--- src/hw/rtl/cone_mesh_vertex_generator_macros.svh ---
// Assertion macros shared by the cone mesh vertex generator RTL
`ifndef CONE_MESH_VERTEX_GENERATOR_MACROS_SVH
`define CONE_MESH_VERTEX_GENERATOR_MACROS_SVH

// same-cycle implication, clocked on clk, off during reset
`define CMVG_ASSERT_IMPL(lbl, ante, cons, msg) \
	lbl: assert property (@(posedge clk) disable iff (!arst_n) (ante) |-> (cons)) \
		else $error(msg);

// next-cycle implication
`define CMVG_ASSERT_NEXT(lbl, ante, cons, msg) \
	lbl: assert property (@(posedge clk) disable iff (!arst_n) (ante) |=> (cons)) \
		else $error(msg);

`endif

--- src/hw/rtl/cmvg_pkg.sv ---
// Package for the cone mesh vertex generator: constants, types and helpers
`default_nettype none

package cmvg_pkg;

	localparam int FRAC_BITS = 15;
	localparam int Q         = 30;
	localparam int OUT_W     = 16;
	localparam int RC_W      = 9;
	localparam int SC_W      = 11;
	localparam int SIDX_W    = 10;
	localparam int RIDX_W    = 8;

	localparam int MAX_RINGS    = 256;
	localparam int MAX_SEGMENTS = 1024;
	localparam int MIN_SEGMENTS = 3;

	localparam int PADDR_W = 3;
	localparam int PDATA_W = 32;
	localparam logic REG_RING_COUNT    = 1'b0;
	localparam logic REG_SEGMENT_COUNT = 1'b1;

	// divider: two angle lanes over S, two ring lanes over R
	localparam int DIV_LANES     = 4;
	localparam int LANE_A        = 0;
	localparam int LANE_B        = 1;
	localparam int LANE_R1       = 2;
	localparam int LANE_R2       = 3;
	localparam int DIV_STEPS     = 32;
	localparam int DIV_PER_STAGE = 4;
	localparam int DIV_STAGES    = DIV_STEPS / DIV_PER_STAGE;
	localparam int REM_W         = 12;

	localparam int CORDIC_STEPS     = 30;
	localparam int CORDIC_PER_STAGE = 3;
	localparam int CORDIC_STAGES    = CORDIC_STEPS / CORDIC_PER_STAGE;
	localparam int TRIG_LANES       = 2;
	localparam int CW               = 34;
	localparam int ZW               = 33;

	localparam int RAD_W  = 30;
	localparam int YW     = 31;
	localparam int PROD_W = 67;
	localparam int PP     = 2 * Q - FRAC_BITS;
	localparam int PS     = Q - FRAC_BITS;
	localparam int HALF_Q = 2 ** (Q - 1);

	localparam int CORDIC_GAIN_C  = 652032874;
	localparam int INV_SQRT_5_4_C = 960383883;

	localparam logic signed [CW-1:0] CORDIC_GAIN  = CW'(CORDIC_GAIN_C);
	localparam logic signed [31:0]   NRM_K        = 32'(INV_SQRT_5_4_C);
	localparam logic [RAD_W-1:0]     HALF_RAD     = RAD_W'(HALF_Q);
	localparam logic signed [YW-1:0] HALF_Y       = YW'(HALF_Q);

	localparam logic signed [OUT_W-1:0] POS_Y_BASE  =
		OUT_W'((-HALF_Q + 2 ** (PS - 1)) >>> PS);
	localparam logic signed [OUT_W-1:0] NORM_Y_BASE =
		OUT_W'((-(2 ** Q) + 2 ** (PS - 1)) >>> PS);
	localparam logic signed [OUT_W-1:0] NORM_Y_SIDE =
		OUT_W'((INV_SQRT_5_4_C / 2 + 2 ** (PS - 1)) >>> PS);

	localparam logic signed [PROD_W-1:0] OUT_MAX_P = PROD_W'(32767);
	localparam logic signed [PROD_W-1:0] OUT_MIN_P = PROD_W'(-32768);

	localparam logic [31:0] ATAN_TURN [CORDIC_STEPS] = '{
		32'h20000000, 32'h12E4051E, 32'h09FB385B, 32'h051111D4, 32'h028B0D43,
		32'h0145D7E1, 32'h00A2F61E, 32'h00517C55, 32'h0028BE53, 32'h00145F2F,
		32'h000A2F98, 32'h000517CC, 32'h00028BE6, 32'h000145F3, 32'h0000A2FA,
		32'h0000517D, 32'h000028BE, 32'h0000145F, 32'h00000A30, 32'h00000518,
		32'h0000028C, 32'h00000146, 32'h000000A3, 32'h00000051, 32'h00000029,
		32'h00000014, 32'h0000000A, 32'h00000005, 32'h00000003, 32'h00000001
	};

	localparam int VTX_W = 4;
	localparam logic [VTX_W-1:0] VTX_LAST = 4'd11;

	typedef struct packed {
		logic [RAD_W-1:0]     r1;
		logic [RAD_W-1:0]     r2;
		logic [RAD_W-1:0]     sr1;
		logic [RAD_W-1:0]     sr2;
		logic signed [YW-1:0] y1;
		logic signed [YW-1:0] y2;
		logic                 tip;
	} ring_t;

	typedef struct packed {
		logic [1:0]           quad;
		logic signed [CW-1:0] x;
		logic signed [CW-1:0] y;
	} cordic_t;

	typedef struct packed {
		logic base;
		logic use_b;
		logic top;
	} vsel_t;

	// base: TL BL BR BR TR TL; side: TR BR BL BL TL TR
	function automatic vsel_t vtx_sel(input logic [VTX_W-1:0] k);
		vsel_t v;
		unique case (k)
			4'd0:    v = '{base: 1'b1, use_b: 1'b0, top: 1'b1};
			4'd1:    v = '{base: 1'b1, use_b: 1'b0, top: 1'b0};
			4'd2:    v = '{base: 1'b1, use_b: 1'b1, top: 1'b0};
			4'd3:    v = '{base: 1'b1, use_b: 1'b1, top: 1'b0};
			4'd4:    v = '{base: 1'b1, use_b: 1'b1, top: 1'b1};
			4'd5:    v = '{base: 1'b1, use_b: 1'b0, top: 1'b1};
			4'd6:    v = '{base: 1'b0, use_b: 1'b1, top: 1'b1};
			4'd7:    v = '{base: 1'b0, use_b: 1'b1, top: 1'b0};
			4'd8:    v = '{base: 1'b0, use_b: 1'b0, top: 1'b0};
			4'd9:    v = '{base: 1'b0, use_b: 1'b0, top: 1'b0};
			4'd10:   v = '{base: 1'b0, use_b: 1'b0, top: 1'b1};
			default: v = '{base: 1'b0, use_b: 1'b1, top: 1'b1};
		endcase
		return v;
	endfunction

	// round half up, arithmetic shift, saturate to 16 bits
	function automatic logic signed [OUT_W-1:0] round_sat(
		input logic signed [PROD_W-1:0] v,
		input int sh
	);
		logic signed [PROD_W-1:0] bias;
		logic signed [PROD_W-1:0] t;
		bias = '0;
		bias[sh-1] = 1'b1;
		t = (v + bias) >>> sh;
		if (t > OUT_MAX_P)
			t = OUT_MAX_P;
		else if (t < OUT_MIN_P)
			t = OUT_MIN_P;
		return t[OUT_W-1:0];
	endfunction

endpackage

`default_nettype wire

--- src/hw/rtl/cmvg_div.sv ---
// Pipelined restoring divider: angle and ring quotients, four bits per stage
`default_nettype none

module cmvg_div
	import cmvg_pkg::*;
(
	input  logic                 clk,
	input  logic                 arst_n,
	input  logic                 in_valid,
	input  logic [REM_W-1:0]     in_rem [DIV_LANES],
	input  logic                 in_full,
	input  logic [REM_W-1:0]     divisor [DIV_LANES],
	output logic                 out_valid,
	output logic [DIV_STEPS-1:0] out_quot [DIV_LANES],
	output logic                 out_full
);

	logic                 valid_s [DIV_STAGES];
	logic                 full_s  [DIV_STAGES];
	logic [REM_W-1:0]     rem_s   [DIV_STAGES][DIV_LANES];
	logic [DIV_STEPS-1:0] quot_s  [DIV_STAGES][DIV_LANES];

	for (genvar j = 0; j < DIV_STAGES; j++) begin : g_stage
		logic                 v_in;
		logic                 f_in;
		logic [REM_W-1:0]     rem_in  [DIV_LANES];
		logic [DIV_STEPS-1:0] quot_in [DIV_LANES];
		logic [REM_W-1:0]     rem_nx  [DIV_LANES];
		logic [DIV_STEPS-1:0] quot_nx [DIV_LANES];

		if (j == 0) begin : g_head
			assign v_in    = in_valid;
			assign f_in    = in_full;
			assign rem_in  = in_rem;
			assign quot_in = '{default: '0};
		end else begin : g_body
			assign v_in    = valid_s[j-1];
			assign f_in    = full_s[j-1];
			assign rem_in  = rem_s[j-1];
			assign quot_in = quot_s[j-1];
		end

		always_comb begin
			logic [REM_W-1:0]     r;
			logic [REM_W-1:0]     sh;
			logic [DIV_STEPS-1:0] q;
			for (int l = 0; l < DIV_LANES; l++) begin
				r = rem_in[l];
				q = quot_in[l];
				for (int t = 0; t < DIV_PER_STAGE; t++) begin
					sh = {r[REM_W-2:0], 1'b0};
					if (sh >= divisor[l]) begin
						r = sh - divisor[l];
						q = {q[DIV_STEPS-2:0], 1'b1};
					end else begin
						r = sh;
						q = {q[DIV_STEPS-2:0], 1'b0};
					end
				end
				rem_nx[l]  = r;
				quot_nx[l] = q;
			end
		end

		always_ff @(posedge clk or negedge arst_n) begin
			if (!arst_n)
				valid_s[j] <= 1'b0;
			else
				valid_s[j] <= v_in;
		end

		always_ff @(posedge clk) begin
			full_s[j] <= f_in;
			rem_s[j]  <= rem_nx;
			quot_s[j] <= quot_nx;
		end
	end

	assign out_valid = valid_s[DIV_STAGES-1];
	assign out_full  = full_s[DIV_STAGES-1];
	assign out_quot  = quot_s[DIV_STAGES-1];

endmodule

`default_nettype wire

--- config.mk ---
export PLATFORM = sky130hd
export DESIGN_NAME = cmvg_div
export DESIGN_NICKNAME = d
export VERILOG_FILES = /design/src/hw/rtl/cone_mesh_vertex_generator_macros.svh /design/src/hw/rtl/cmvg_pkg.sv /design/src/hw/rtl/cmvg_div.sv
export SDC_FILE = /design/constraint.sdc
export NUM_CORES = 2
export LEC_CHECK = 0
export BUFFER_PORTS_ARGS = -buffer_cell sky130_fd_sc_hd__buf_2
export CAP_MARGIN = 20
export CORE_MARGIN = 3
export CORE_UTILIZATION = 50
export DETAILED_ROUTE_END_ITERATION = 8
export HOLD_SLACK_MARGIN = 0.02
export PLACE_DENSITY = 0.71
export SETUP_SLACK_MARGIN = 0.05
export SKIP_LAST_GASP = 1
export SLEW_MARGIN = 5
export SYNTH_ARGS = -nofsm -noshare
export SYNTH_HDL_FRONTEND = slang
export SYNTH_SLANG_ARGS = --single-unit
--- constraint.sdc ---
create_clock -name clk -period 25.8 [get_ports clk]
set_clock_uncertainty 0.05 [all_clocks]
set_input_delay 2.58 -clock clk [delete_from_list [all_inputs] [get_ports clk]]
set_output_delay 2.58 -clock clk [all_outputs]
set_load 0.05 [all_outputs]
==> metrics.yaml <==
run_status:
  status: "finished, final reports clean"
synth:
  synth_top_family_by_area: "compound AO/OA/AOI/OAI gates"
  yosysWarnings: 0
  synth_edf_count: 0
  yosysTopAreaCell: "ha_1"
  synthDistinctLibCells: 95
  seq_area_frac_synth_pct: 20.1
  synthSimpleGateAreaFrac_pct: 15.4
  syn_nets: 12200
  async_reset_ff_share_pct: 0.889
  syn_inst: 10600
  synth_mux_area_share_pct: 10.5
  synth_compound_area_share_pct: 21.4
  synth_top_area_share_pct: 20.0
  synth_flop_cell: "dfxtp_1"
  synth_area_sq_mm: 0.0900
  ys_ff_latch: 900
  synth_xor_xnor_area_share_pct: 9.25
  synth_area_leaders: "ha_1 (20%), dfxtp_1 (20%), mux2_2 (8.9%)"
  avgSynthCellArea_sq_um: 8.50
  synthAdderAreaFrac_pct: 20.7
worst_setup_path:
  startpoint_type: "input pin"
  reg2reg_to: "rem_s[3][34]"
  critPathCaptureType: "flip-flop"
  timing.rr.start: "rem_s[2][24]"
  critPathKind: "in -> reg"
  cp_common_cell: "ha_1"
  cp_max_fo: 22
  worstPathRequired_ns: 26.35
  cp.arrival_ns: 12.97
  slowest_delay_ns: 0.66
  reg2reg_slack_ns: 15.51
  cpMaxStageDelayCell: "o31a_1"
  rr_worst_depth: 37
timing:
  setup_viol_count_final: 0
  tns_ns: 0
  period_share_pct: 48.1
  setup_slack_ns: 13.38
  tightest_slew_ns: 1.01
  slew_headroom_pct: 32.2
  final_max_slew_viol_count: 0
  fmax_mhz: 80.5
  rsz0062_at_grt: "false"
  hold_viol: 0
  period_needed_ns: 12.42
placed_design:
  dp_slack_ns: 12.67
  place_hpwl_mm: 171
  place_area_sq_mm: 0.0944
  numPortBuffers: 225
  gp_congestion: 0.909
  dp.cells: 13100
cts:
  clock_sinks: 900
  cts_resized: 0
  cts_hold_buf: 0
  clock_path_buffers: 3
  cts_tree: "yes"
  htree_levels: 3
  worstSkewPairLatency_ns: 0.76
  clkSlewWorstSetupHoldPaths_ns: 0.07
  cts_made_buffers: 106
  cts-root-buf: "clkbuf_16"
  postCtsSetupRepairBufs: 0
routing:
  drtPass1Iterations: 5
  vias: 79000
  viasPerCell: 5.93
  drc: 0
  wire_per_inst_microns: 17.2
  drt_iter0_drc: 4663
  ant_nets: 0
  wl_mm: 229
global_routing:
  antenna_found_initial: 3
  grt_first_pass_wirelength_mm: 374
  overflow: 0
  grt_pass1_vias: 76500
  grt_util_all_layers_pct: 23.7
  grt_max_degree: 55
job:
  cap_viol_max_count: 0
final_layout:
  multi_input_area_sq_mm: 0.0695
  seq_area_sq_mm: 0.0181
  finalNetCount: 12400
  final_area_sq_mm: 0.0982
  fillers: 16000
  area_delta_synth_final_pct: 9.09
  instances_no_fill: 13300
  drive_gt1_share_pct: 13.7
hold_path:
  hp-start: "quot_s[0][417]"
  hold_class: "reg -> reg"
  hold_end: "quot_s[1][37]"
  holdPathStages: 0
floorplanning:
  die_h_microns: 430
  coreArea_sq_mm: 0.179
  die_area_sq_mm: 0.185
  fp-row-count: 155
  die_w_microns: 430
  start_util_pct: 50.4
  pin_count: 230
==> worst max-delay path, delay by kind of cell <==
kind,cells,cell delay (ns)
simple gates,5,1.12
compound gates,19,4.94
fa+ha+maj,5,1.47
buf+inv,8,1.60
mux,3,1.20
==> area by class of cell <==
class                      instances  area share (%)
tap                             2355            3.00
clock buffer                     141            3.10
sequential                       900            18.4
timing repair buffer             372            2.29
antenna                            3         0.00765
inverter                         432            1.66
clock inverter                    56           0.730
multi-input combinational       9061            70.8
==> kinds of logic (layout without fill, tap and decap cells) <==
kind of cell    after synthesis  after routing
fa+ha+maj                  1468           1468
simple gates               2844           2844
other cells                   0              3
compound gates             2949           2949
flops                       900            900
xor+xnor                    950            950
buf+inv                     629           1001
mux                         850            850
==> stage by stage <==
step / utilization [%] / hold WS [ns]
final: 55.0 / 0.265
after global placement: 52.8 / 0.260
after floorplan: - / 0.260
after global routing: 55.0 / 0.267
after detailed placement: 52.8 / 0.262
after CTS: 54.9 / 0.264
==> cells in the final DEF, fill, tap and decap left out, drive strengths merged, types with 68 or more instances in the layout <==
cell / synthesis / final
ha: 1436 / 1436
dfxtp: 892 / 892
nor2: 850 / 850
a21oi: 771 / 771
mux2: 720 / 720
o21ai: 710 / 710
xnor2: 624 / 624
nand2: 566 / 566
inv: 424 / 424
buf: 51 / 371
xor2: 326 / 326
a21o: 291 / 291
nor3: 273 / 273
nor2b: 257 / 257
o21a: 219 / 219
nand3: 187 / 187
nand2b: 143 / 143
clkbuf: 146 / 142
a31oi: 134 / 134
mux2i: 130 / 130
or3: 111 / 111
and2: 105 / 105
or2: 104 / 104
o211ai: 80 / 80
o21bai: 68 / 68
==> sequential cells by signal, summed over array words and instances (netlist names) <==
| signal | count |
|---|---|
| full_s | 8 |
| out_valid | 1 |
| g_stage.v_in | 7 |
| quot_s | 576 |
| rem_s | 308 |
==> worst max path at each step <==
stage                           start            to  slack, ns  cells after the start
after floorplan           divisor[36]  rem_s[2][43]      14.14                     41
after global placement    divisor[25]  rem_s[0][30]      12.89                     34
after detailed placement  divisor[41]  rem_s[1][45]      12.67                     31
after CTS                 divisor[25]  rem_s[0][30]      13.47                     34
after global routing      divisor[25]  rem_s[3][34]      12.79                     40
final                     divisor[25]  rem_s[3][34]      13.38                     40
==> layer usage <==
metal,vias up,global-route usage (%),share of wire [%]
met5,-,0,0
met4,0,8.31,3.2
met3,440,2.47,4.3
met2,1724,41.1,47
met1,37200,30.5,46
li1,39600,-,-
==> synth_stat cells (all sizes together), types with 273 or more instances <==
cell	number
nand2	566
o21ai	710
xor2	326
xnor2	624
mux2	720
ha	1436
nor2	850
a21o	291
dfxtp	892
nor3	273
a21oi	771
inv	424
Power is not shown: default switching activity piles up to over one toggle a cycle in this logic, so the estimate is an artifact.
